<file path="config.mk">
export PLATFORM = sky130hd
export DESIGN_NAME = midi_held_note_stack_thru_unit
export DESIGN_NICKNAME = d
export VERILOG_FILES = /design/src/sv/mhns_pkg.sv /design/src/sv/mhns_stack_mem.sv /design/src/sv/mhns_stack_ctrl.sv /design/src/sv/midi_held_note_stack_thru_unit.sv
export SDC_FILE = /design/constraint.sdc
export NUM_CORES = 1
export LEC_CHECK = 0
export BUFFER_PORTS_ARGS = -buffer_cell sky130_fd_sc_hd__buf_2
export CAP_MARGIN = 20
export CORE_UTILIZATION = 30
export DETAILED_ROUTE_END_ITERATION = 16
export PLACE_DENSITY = 0.57
export SYNTH_ARGS = -nofsm -noshare
export SYNTH_HDL_FRONTEND = slang
export SYNTH_SLANG_ARGS = --single-unit
</file>
<file path="constraint.sdc">
create_clock -name clock -period 7.4 [get_ports clock]
set_input_delay 1.48 -clock clock [delete_from_list [all_inputs] [get_ports clock]]
set_output_delay 1.48 -clock clock [all_outputs]
set_load 0.005 [all_outputs]
</file>
<file path="src/sv/mhns_pkg.sv">
// Package for the held-note stack with MIDI thru.
// Holds the shared message codes, the stack command and status types, and the pitch-class helper.
// No dependencies.
package mhns_pkg;

   // Incoming message kinds. Any other code is ignored.
   localparam logic [1:0] KIND_NOTE_OFF = 2'd0;
   localparam logic [1:0] KIND_NOTE_ON  = 2'd1;

   // Status byte bases for thru messages.
   localparam logic [7:0] STATUS_NOTE_ON  = 8'h90;
   localparam logic [7:0] STATUS_NOTE_OFF = 8'h80;

   // Velocity after reset.
   localparam logic [6:0] VELOCITY_RESET = 7'd100;

   // Root value reported when no note is held.
   localparam logic signed [7:0] ROOT_EMPTY = -8'sd1;

   // Pitch classes per octave and the reciprocal used to divide a note number by it.
   localparam int unsigned PITCH_CLASSES   = 12;
   localparam int unsigned RECIP_MULT      = 43;
   localparam int unsigned RECIP_SHIFT     = 9;

   // Operation handed to the stack controller for one transaction.
   typedef enum logic [1:0] {
      OP_NONE = 2'd0,
      OP_PUSH = 2'd1,
      OP_POP  = 2'd2
   } stack_op_type;

   typedef struct packed {
      stack_op_type op;
      logic [6:0]   note;
   } stack_cmd_type;

   // Report from the stack controller when a transaction has finished.
   typedef struct packed {
      logic              done;
      logic signed [7:0] root;
      logic [4:0]        held_count;
   } stack_status_type;

   // Note number modulo twelve. The quotient comes from a multiply by a
   // reciprocal, which is exact over the whole 7-bit note range.
   function automatic logic [3:0] pitch_class(input logic [6:0] note);
      logic [12:0] prod;
      logic [3:0]  quot;
      logic [6:0]  rem;
      prod = 13'(note) * 13'(RECIP_MULT);
      quot = 4'(prod >> RECIP_SHIFT);
      rem  = note - 7'(quot * 7'(PITCH_CLASSES));
      return rem[3:0];
   endfunction

endpackage

</file>
<file path="src/sv/mhns_stack_mem.sv">
// Held-note stack storage: one write port and one read port, registered read data.
// Depends on nothing but its depth parameter.
module mhns_stack_mem #(
   parameter int unsigned DEPTH = 16,
   localparam int unsigned IDX_W = (DEPTH > 1) ? $clog2(DEPTH) : 1
) (
   input  logic             clock,
   input  logic             wr_en,
   input  logic [IDX_W-1:0] wr_addr,
   input  logic [6:0]       wr_data,
   input  logic             rd_en,
   input  logic [IDX_W-1:0] rd_addr,
   output logic [6:0]       rd_data
);

   logic [6:0] stack_mem_ff [DEPTH];
   logic [6:0] rd_data_ff;

   // Write port.
   always_ff @(posedge clock) begin
      if (wr_en) begin
         stack_mem_ff[wr_addr] <= wr_data;
      end
   end

   // Registered read port: the data of a read appears in the cycle after rd_en.
   always_ff @(posedge clock) begin
      if (rd_en) begin
         rd_data_ff <= stack_mem_ff[rd_addr];
      end
   end

   assign rd_data = rd_data_ff;

endmodule

</file>
<file path="src/sv/mhns_stack_ctrl.sv">
// Stack controller: walks the memory to push or remove a note; every command reads the top.
// Depends on mhns_pkg and drives the ports of mhns_stack_mem.
module mhns_stack_ctrl
   import mhns_pkg::*;
#(
   parameter int unsigned DEPTH = 16,
   localparam int unsigned IDX_W = (DEPTH > 1) ? $clog2(DEPTH) : 1,
   localparam int unsigned CNT_W = $clog2(DEPTH + 1)
) (
   input  logic             clock,
   input  logic             reset,
   input  logic             cmd_valid,
   input  stack_cmd_type    cmd,
   output stack_status_type status,
   output logic             wr_en,
   output logic [IDX_W-1:0] wr_addr,
   output logic [6:0]       wr_data,
   output logic             rd_en,
   output logic [IDX_W-1:0] rd_addr,
   input  logic [6:0]       rd_data
);

   typedef enum logic [4:0] {
      S_IDLE      = 5'b00001,
      S_SCAN      = 5'b00010,
      S_FINISH    = 5'b00100,
      S_ROOT_RD   = 5'b01000,
      S_ROOT_WAIT = 5'b10000
   } ctrl_state_type;

   ctrl_state_type state_ff, state_in;
   logic [CNT_W-1:0] count_ff, count_in;
   logic [CNT_W-1:0] rd_ff, rd_in;
   logic [CNT_W-1:0] wr_ff, wr_in;
   logic             pend_ff, pend_in;
   logic             found_ff, found_in;
   logic [CNT_W-1:0] count_m1;
   logic             issue;

   assign count_m1 = count_ff - CNT_W'(1);
   assign issue    = (rd_ff < count_ff);

   // Sequencer: scan reads stream one entry a cycle; the data of each read is
   // handled in the following cycle, while the next read is already issued.
   always_comb begin
      state_in = state_ff;
      count_in = count_ff;
      rd_in    = rd_ff;
      wr_in    = wr_ff;
      pend_in  = 1'b0;
      found_in = found_ff;
      wr_en    = 1'b0;
      wr_addr  = wr_ff[IDX_W-1:0];
      wr_data  = rd_data;
      rd_en    = 1'b0;
      rd_addr  = rd_ff[IDX_W-1:0];
      status   = '{done: 1'b0, root: ROOT_EMPTY, held_count: 5'(count_ff)};

      case (state_ff)
         S_IDLE: begin
            if (cmd_valid) begin
               rd_in    = '0;
               wr_in    = '0;
               found_in = 1'b0;
               if (cmd.op == OP_NONE) begin
                  state_in = S_ROOT_RD;
               end else if (count_ff == '0) begin
                  state_in = S_FINISH;
               end else begin
                  state_in = S_SCAN;
               end
            end
         end

         S_SCAN: begin
            // Issue the next read while entries remain.
            if (issue) begin
               rd_en   = 1'b1;
               rd_in   = rd_ff + CNT_W'(1);
               pend_in = 1'b1;
            end
            // Handle the entry read in the previous cycle.
            if (pend_ff) begin
               if (cmd.op == OP_PUSH) begin
                  if (rd_data == cmd.note) begin
                     found_in = 1'b1;
                  end
               end else if (rd_data != cmd.note) begin
                  // Compact the stack: surviving notes move down in order.
                  wr_en = 1'b1;
                  wr_in = wr_ff + CNT_W'(1);
               end
            end
            if (!issue && !pend_ff) begin
               state_in = S_FINISH;
            end
         end

         S_FINISH: begin
            if (cmd.op == OP_PUSH) begin
               if (!found_ff && (count_ff < CNT_W'(DEPTH))) begin
                  wr_en    = 1'b1;
                  wr_addr  = count_ff[IDX_W-1:0];
                  wr_data  = cmd.note;
                  count_in = count_ff + CNT_W'(1);
               end
            end else begin
               count_in = wr_ff;
            end
            state_in = S_ROOT_RD;
         end

         S_ROOT_RD: begin
            rd_en    = (count_ff != '0);
            rd_addr  = count_m1[IDX_W-1:0];
            state_in = S_ROOT_WAIT;
         end

         S_ROOT_WAIT: begin
            status.done = 1'b1;
            if (count_ff != '0) begin
               status.root = $signed({1'b0, rd_data});
            end
            state_in = S_IDLE;
         end

         default: begin
            state_in = S_IDLE;
         end
      endcase
   end

   // Control registers.
   always_ff @(posedge clock) begin
      if (reset) begin
         state_ff <= S_IDLE;
         count_ff <= '0;
         pend_ff  <= 1'b0;
      end else begin
         state_ff <= state_in;
         count_ff <= count_in;
         pend_ff  <= pend_in;
      end
   end

   // Scan pointers.
   always_ff @(posedge clock) begin
      rd_ff    <= rd_in;
      wr_ff    <= wr_in;
      found_ff <= found_in;
   end

   // The stack never holds more notes than it has entries.
   assert property (@(posedge clock) disable iff (reset) count_ff <= CNT_W'(DEPTH))
      else $error("stack count beyond depth");

   // Compaction writes never overtake the reads they depend on.
   assert property (@(posedge clock) disable iff (reset)
      (state_ff == S_SCAN) |-> (wr_ff <= rd_ff))
      else $error("compaction write pointer ahead of read pointer");

   // Completion is reported for a single cycle.
   assert property (@(posedge clock) disable iff (reset) status.done |=> !status.done)
      else $error("done held for more than one cycle");

   // A finished transaction returns the controller to idle.
   assert property (@(posedge clock) disable iff (reset)
      status.done |=> (state_ff == S_IDLE))
      else $error("controller not idle after done");

endmodule

</file>
<file path="src/sv/midi_held_note_stack_thru_unit.sv">
// Top level of the held-note stack with MIDI thru: event decode, thru message, result register.
// Depends on mhns_pkg, mhns_stack_ctrl and mhns_stack_mem.
//
// One MIDI event is taken per transaction when start is high and busy is low. Exactly one
// result follows. It is shown for a single cycle with rsp_strobe, and the receiver cannot hold
// it off. The note stack lives in a memory with one read port, and a note on or note off
// walks every held entry one per cycle before the new top of stack is read back. A note
// event on an empty stack skips the walk, and an ignored event or a key select goes straight
// to the read of the top. busy falls in the strobe cycle, so the next event can be taken at
// the edge that ends it.
module midi_held_note_stack_thru_unit
   import mhns_pkg::*;
#(
   parameter int unsigned STACK_DEPTH = 16
) (
   input  logic              clock,
   input  logic              reset,
   input  logic              start,
   output logic              busy,
   input  logic [1:0]        req_message_kind,
   input  logic [3:0]        req_channel,
   input  logic [6:0]        req_note_number,
   input  logic [6:0]        req_velocity,
   input  logic              req_chord_type_held,
   input  logic              req_key_select_held,
   output logic              rsp_strobe,
   output logic              rsp_send_valid,
   output logic [7:0]        rsp_status_byte,
   output logic [6:0]        rsp_data_note,
   output logic [6:0]        rsp_data_velocity,
   output logic signed [7:0] rsp_current_root,
   output logic [4:0]        rsp_held_count,
   output logic [3:0]        rsp_key_class,
   output logic [6:0]        rsp_last_velocity,
   output logic [3:0]        rsp_out_channel
);

   localparam int unsigned IDX_W = (STACK_DEPTH > 1) ? $clog2(STACK_DEPTH) : 1;

   logic             accept;
   logic             busy_ff, busy_in;
   logic             cmd_valid_ff;
   stack_cmd_type    cmd_ff, cmd_in;
   stack_status_type status;
   logic [3:0]       channel_ff, channel_in;
   logic [3:0]       key_ff, key_in;
   logic [6:0]       vel_ff, vel_in;
   logic             send_ff, send_in;
   logic [7:0]       status_byte_ff, status_byte_in;
   logic [6:0]       dnote_ff, dnote_in;
   logic [6:0]       dvel_ff, dvel_in;
   logic             strobe_ff;
   logic             note_event;
   logic             note_on;

   logic             mem_wr_en;
   logic [IDX_W-1:0] mem_wr_addr;
   logic [6:0]       mem_wr_data;
   logic             mem_rd_en;
   logic [IDX_W-1:0] mem_rd_addr;
   logic [6:0]       mem_rd_data;

   assign accept     = start && !busy_ff;
   assign note_event = (req_message_kind == KIND_NOTE_OFF) ||
                       (req_message_kind == KIND_NOTE_ON);
   assign note_on    = (req_message_kind == KIND_NOTE_ON) && (req_velocity != 7'd0);

   // Event decode: settings registers, stack command and thru message.
   always_comb begin
      channel_in     = channel_ff;
      key_in         = key_ff;
      vel_in         = vel_ff;
      cmd_in         = '{op: OP_NONE, note: req_note_number};
      send_in        = 1'b0;
      status_byte_in = 8'd0;
      dnote_in       = 7'd0;
      dvel_in        = 7'd0;
      if (note_event) begin
         channel_in = req_channel;
         if (note_on && req_key_select_held) begin
            key_in = pitch_class(req_note_number);
         end else begin
            if (note_on) begin
               vel_in    = req_velocity;
               cmd_in.op = OP_PUSH;
            end else begin
               cmd_in.op = OP_POP;
            end
            if (!req_chord_type_held) begin
               send_in  = 1'b1;
               dnote_in = req_note_number;
               if (note_on) begin
                  status_byte_in = STATUS_NOTE_ON | {4'd0, req_channel};
                  dvel_in        = req_velocity;
               end else begin
                  status_byte_in = STATUS_NOTE_OFF | {4'd0, req_channel};
               end
            end
         end
      end
   end

   // Transaction tracking.
   always_comb begin
      busy_in = busy_ff;
      if (accept) begin
         busy_in = 1'b1;
      end else if (status.done) begin
         busy_in = 1'b0;
      end
   end

   // Control and settings registers.
   always_ff @(posedge clock) begin
      if (reset) begin
         busy_ff      <= 1'b0;
         cmd_valid_ff <= 1'b0;
         strobe_ff    <= 1'b0;
         channel_ff   <= 4'd0;
         key_ff       <= 4'd0;
         vel_ff       <= VELOCITY_RESET;
      end else begin
         busy_ff      <= busy_in;
         cmd_valid_ff <= accept;
         strobe_ff    <= status.done;
         if (accept) begin
            channel_ff <= channel_in;
            key_ff     <= key_in;
            vel_ff     <= vel_in;
         end
      end
   end

   // Per-transaction payload captured at acceptance.
   always_ff @(posedge clock) begin
      if (accept) begin
         cmd_ff         <= cmd_in;
         send_ff        <= send_in;
         status_byte_ff <= status_byte_in;
         dnote_ff       <= dnote_in;
         dvel_ff        <= dvel_in;
      end
   end

   // Result register, loaded when the stack work has finished.
   always_ff @(posedge clock) begin
      if (status.done) begin
         rsp_send_valid    <= send_ff;
         rsp_status_byte   <= status_byte_ff;
         rsp_data_note     <= dnote_ff;
         rsp_data_velocity <= dvel_ff;
         rsp_current_root  <= status.root;
         rsp_held_count    <= status.held_count;
         rsp_key_class     <= key_ff;
         rsp_last_velocity <= vel_ff;
         rsp_out_channel   <= channel_ff;
      end
   end

   assign busy       = busy_ff;
   assign rsp_strobe = strobe_ff;

   mhns_stack_ctrl #(
      .DEPTH (STACK_DEPTH)
   ) u_ctrl (
      .clock     (clock),
      .reset     (reset),
      .cmd_valid (cmd_valid_ff),
      .cmd       (cmd_ff),
      .status    (status),
      .wr_en     (mem_wr_en),
      .wr_addr   (mem_wr_addr),
      .wr_data   (mem_wr_data),
      .rd_en     (mem_rd_en),
      .rd_addr   (mem_rd_addr),
      .rd_data   (mem_rd_data)
   );

   mhns_stack_mem #(
      .DEPTH (STACK_DEPTH)
   ) u_mem (
      .clock   (clock),
      .wr_en   (mem_wr_en),
      .wr_addr (mem_wr_addr),
      .wr_data (mem_wr_data),
      .rd_en   (mem_rd_en),
      .rd_addr (mem_rd_addr),
      .rd_data (mem_rd_data)
   );

   // An accepted transaction keeps the block busy until its result.
   assert property (@(posedge clock) disable iff (reset) accept |=> busy_ff)
      else $error("busy not raised after acceptance");

   // A result is only produced for a transaction that was in flight.
   assert property (@(posedge clock) disable iff (reset) rsp_strobe |-> $past(busy_ff))
      else $error("result without a transaction in flight");

   // The stack controller is only started while a transaction is open.
   assert property (@(posedge clock) disable iff (reset) cmd_valid_ff |-> busy_ff)
      else $error("stack command outside a transaction");

endmodule
</file>
==> impl_metrics.tcl <==
set metrics [dict create \
    outcome "finished clean" \
    core_um2 33900 \
    seq_area_frac_synth_pct 65.7 \
    detail_route.wl_per_cell_um 17.8 \
    arrival_ns 5.40 \
    rsz0062_at_grt "no" \
    peakVddDrop_mv 0.147 \
    grt_pass1_wl_um 36300 \
    cap_violations 0 \
    fin_nets 900 \
    clockRootBuffer "clkbuf_16" \
    hold_path_class "reg2reg" \
    leakage_nw 4.33 \
    syn_avg_cell_area_um2 13.9 \
    finalSetupViolCount 0 \
    layout_commonest_cell "edfxtp_1" \
    tns_ns 0 \
    seq_area_um2 6860 \
    die-area_um2 35600 \
    cts.sink_count 238 \
    num_vias 6428 \
    start_kind "primary input" \
    powerDensity_nw_per_um2 277 \
    drtPass1Iterations 4 \
    hold_violations 0 \
    min_period_ns 4.99 \
    grtUsageMet1_pct 19.0 \
    finalMaxSlewViolations 0 \
    insertion_delay_ns 0.53 \
    vias_per_cell 4.93 \
    grt.total_usage_pct 13.0 \
    cts_max_level 1 \
    crit_buf_inv 3 \
    ys_ff_latch 238 \
    synth_edf_count 209 \
    die_h_um 189 \
    r2r_slack_ns 3.75 \
    endpoint_kind "register" \
    io_buffers 75 \
    nFillCells 3310 \
    synthFlopType "edfxtp_1" \
    async_flop_share_pct 0 \
    hold_end "rsp_data_note[3]$_DFFE_PP_" \
    ys_types 63 \
    final_area_um2 12100 \
    synthCells 752 \
    cp.required_ns 7.81 \
    setup_ws_ns 2.41 \
    final_layout_size_suffix_gt1_share_pct 18.6 \
    cts_setup_buffers 0 \
    multi_input_area_um2 3330 \
    cp_slowest_stage_delay_ns 0.52 \
    dp_slack_ns 1.86 \
    busiest_layer "met2" \
    p_total_mw 3.36 \
    critPathKind "in2reg" \
    ctsHoldBuffers 0 \
    placed_area_um2 11300 \
    clk_transition_reported_paths_ns 0.06 \
    min_from "dnote_ff[3]$_SDFFCE_PP0P_" \
    die_x_um 189 \
    drt_iter0_markers 405 \
    fin_worst_skew_ns 0.0180 \
    start_util_pct 30.8 \
    routed_wl_um 23200 \
    syn_area_um2 10400 \
    cts_tree "yes" \
    reg2reg_to "u_mem.rd_data[1]$_DFFE_PP_" \
    grt_use_met2_pct 20.3 \
    fin_util_pct 35.8 \
    use_met3_pct 1.77 \
    finalWeightedCongestion 0.794 \
    overflow 0 \
    antenna_cells 0 \
    slowest_stage "fa_1" \
    ctsResizeCount 0 \
    drc 0 \
    grt_max_degree 53 \
    grt_pass1_vias 6169 \
    r2r-start "u_ctrl.count_ff[0]$_SDFFE_PP0P_" \
    crit_chain "buf_2 -> ha_1 -> fa_1 -> inv_1 -> fa_1 -> inv_1 -> ha_1 -> nand3_1 -> or3_1 -> and2_1 -> xnor2_1 -> ha_1 -> xor2_1 -> xnor2_1 -> xnor2_1 -> nor3_1 -> and3_1 -> a311o_1" \
    critical_path.top_delay_family "adder cells" \
    cp-startpoint "req_note_number[2]" \
    most-common-layout-cells "209 x edfxtp_1, 75 x buf_2, 61 x nor2_1" \
    yosys_warnings 0 \
    ant_nets 0 \
    fmaxAchievable_mhz 200 \
    dp_hpwl_um 16000 \
    worst_pin_slew_ns 1.05 \
    crit_fanout 7 \
    rows 67 \
    whs_path_depth 0 \
    ios 78 \
    relSlewSlack_pct 29.7 \
    cts-buffers-inserted 26 \
    syn_to_final_growth_pct 16.1 \
    antenna_found_initial 0 \
    cts_buffer_depth 3 \
    min_period_over_period_pct 67.4 \
    r2r_cells 7 \
]
registers in the layout, indices dropped and copies added (netlist names), 6 cells and up:
name and cells:
rsp_current_root 8, rsp_status_byte 6, cmd_ff 9, vel_ff 7, u_mem.stack_mem_ff 112, rsp_data_velocity 7, rsp_data_note 7, status_byte_ff 6
rsp_last_velocity 7, dnote_ff 7, u_mem.rd_data 7, dvel_ff 7
metal layers:
metal  vias up  wire [µm]
met3        25       1140
met1      3202      11000
met4         0        333
met2       168      10700
met5         -          0
li1       3033          -
metrics by stage:
| stage | cells | hold WS (ns) |
|---|---|---|
| after CTS | 1303 | 0.414 |
| final | 1303 | 0.415 |
| after detailed placement | 1255 | 0.406 |
| after global placement | 1255 | 0.402 |
| after global routing | 1303 | 0.418 |
| after floorplan | 753 | 0.400 |
report_power, final:
part           switching (mW)  internal, mW
clock                   0.515         0.718
combinational           0.354         0.232
sequential             0.0482          1.49
worst max path at each step:
stage,endpoint,slack (ns),cells after the start
global route,key_ff[3]$_SDFFE_PP0P_,2.13,18
finish,key_ff[3]$_SDFFE_PP0P_,2.41,18
floorplan,key_ff[3]$_SDFFE_PP0P_,2.24,17
detailed placement,key_ff[3]$_SDFFE_PP0P_,1.86,18
global placement,key_ff[3]$_SDFFE_PP0P_,1.95,18
CTS,key_ff[3]$_SDFFE_PP0P_,2.42,18
cells by family after synthesis:
kind of cell               after synthesis  share of synthesized area, %
adders and majority gates               40                          5.22
AOI/OAI and AO/OA                      130                          8.64
buffers and inverters                   63                          2.66
and+or+nand+nor                        200                          10.1
xor gates and xnor gates                22                          1.85
muxes                                   58                          5.82
other                                    1                        0.0359
DFF                                    238                          65.7
area by class of cell:
cell class	count	share of cell area, %
multi-input combinational	452	27.4
tap	448	4.62
sequential	238	56.6
inverter	37	1.15
clock inverter	18	1.32
timing repair buffer	80	3.41
clock buffer	30	5.49
Yosys cell counts (10+ instances only):
library cell  instances  area, µm²
a211oi_1             12       90.1
a21oi_1              26        130
a31oi_1              12       75.1
a32oi_1              10       87.6
and2_1               22        138
clkbuf_1             14       52.6
dfxtp_1              29        581
edfxtp_1            209       6280
ha_1                 34        425
inv_1                37        139
mux2_2               20        225
mux2i_1              36        360
nand2_1              22       82.6
nand3_1              25        125
nor2_1               61        229
nor3_1               16       80.1
o21ai_0              17       85.1
xnor2_1              15        131
(Power assumes the default switching activity.)
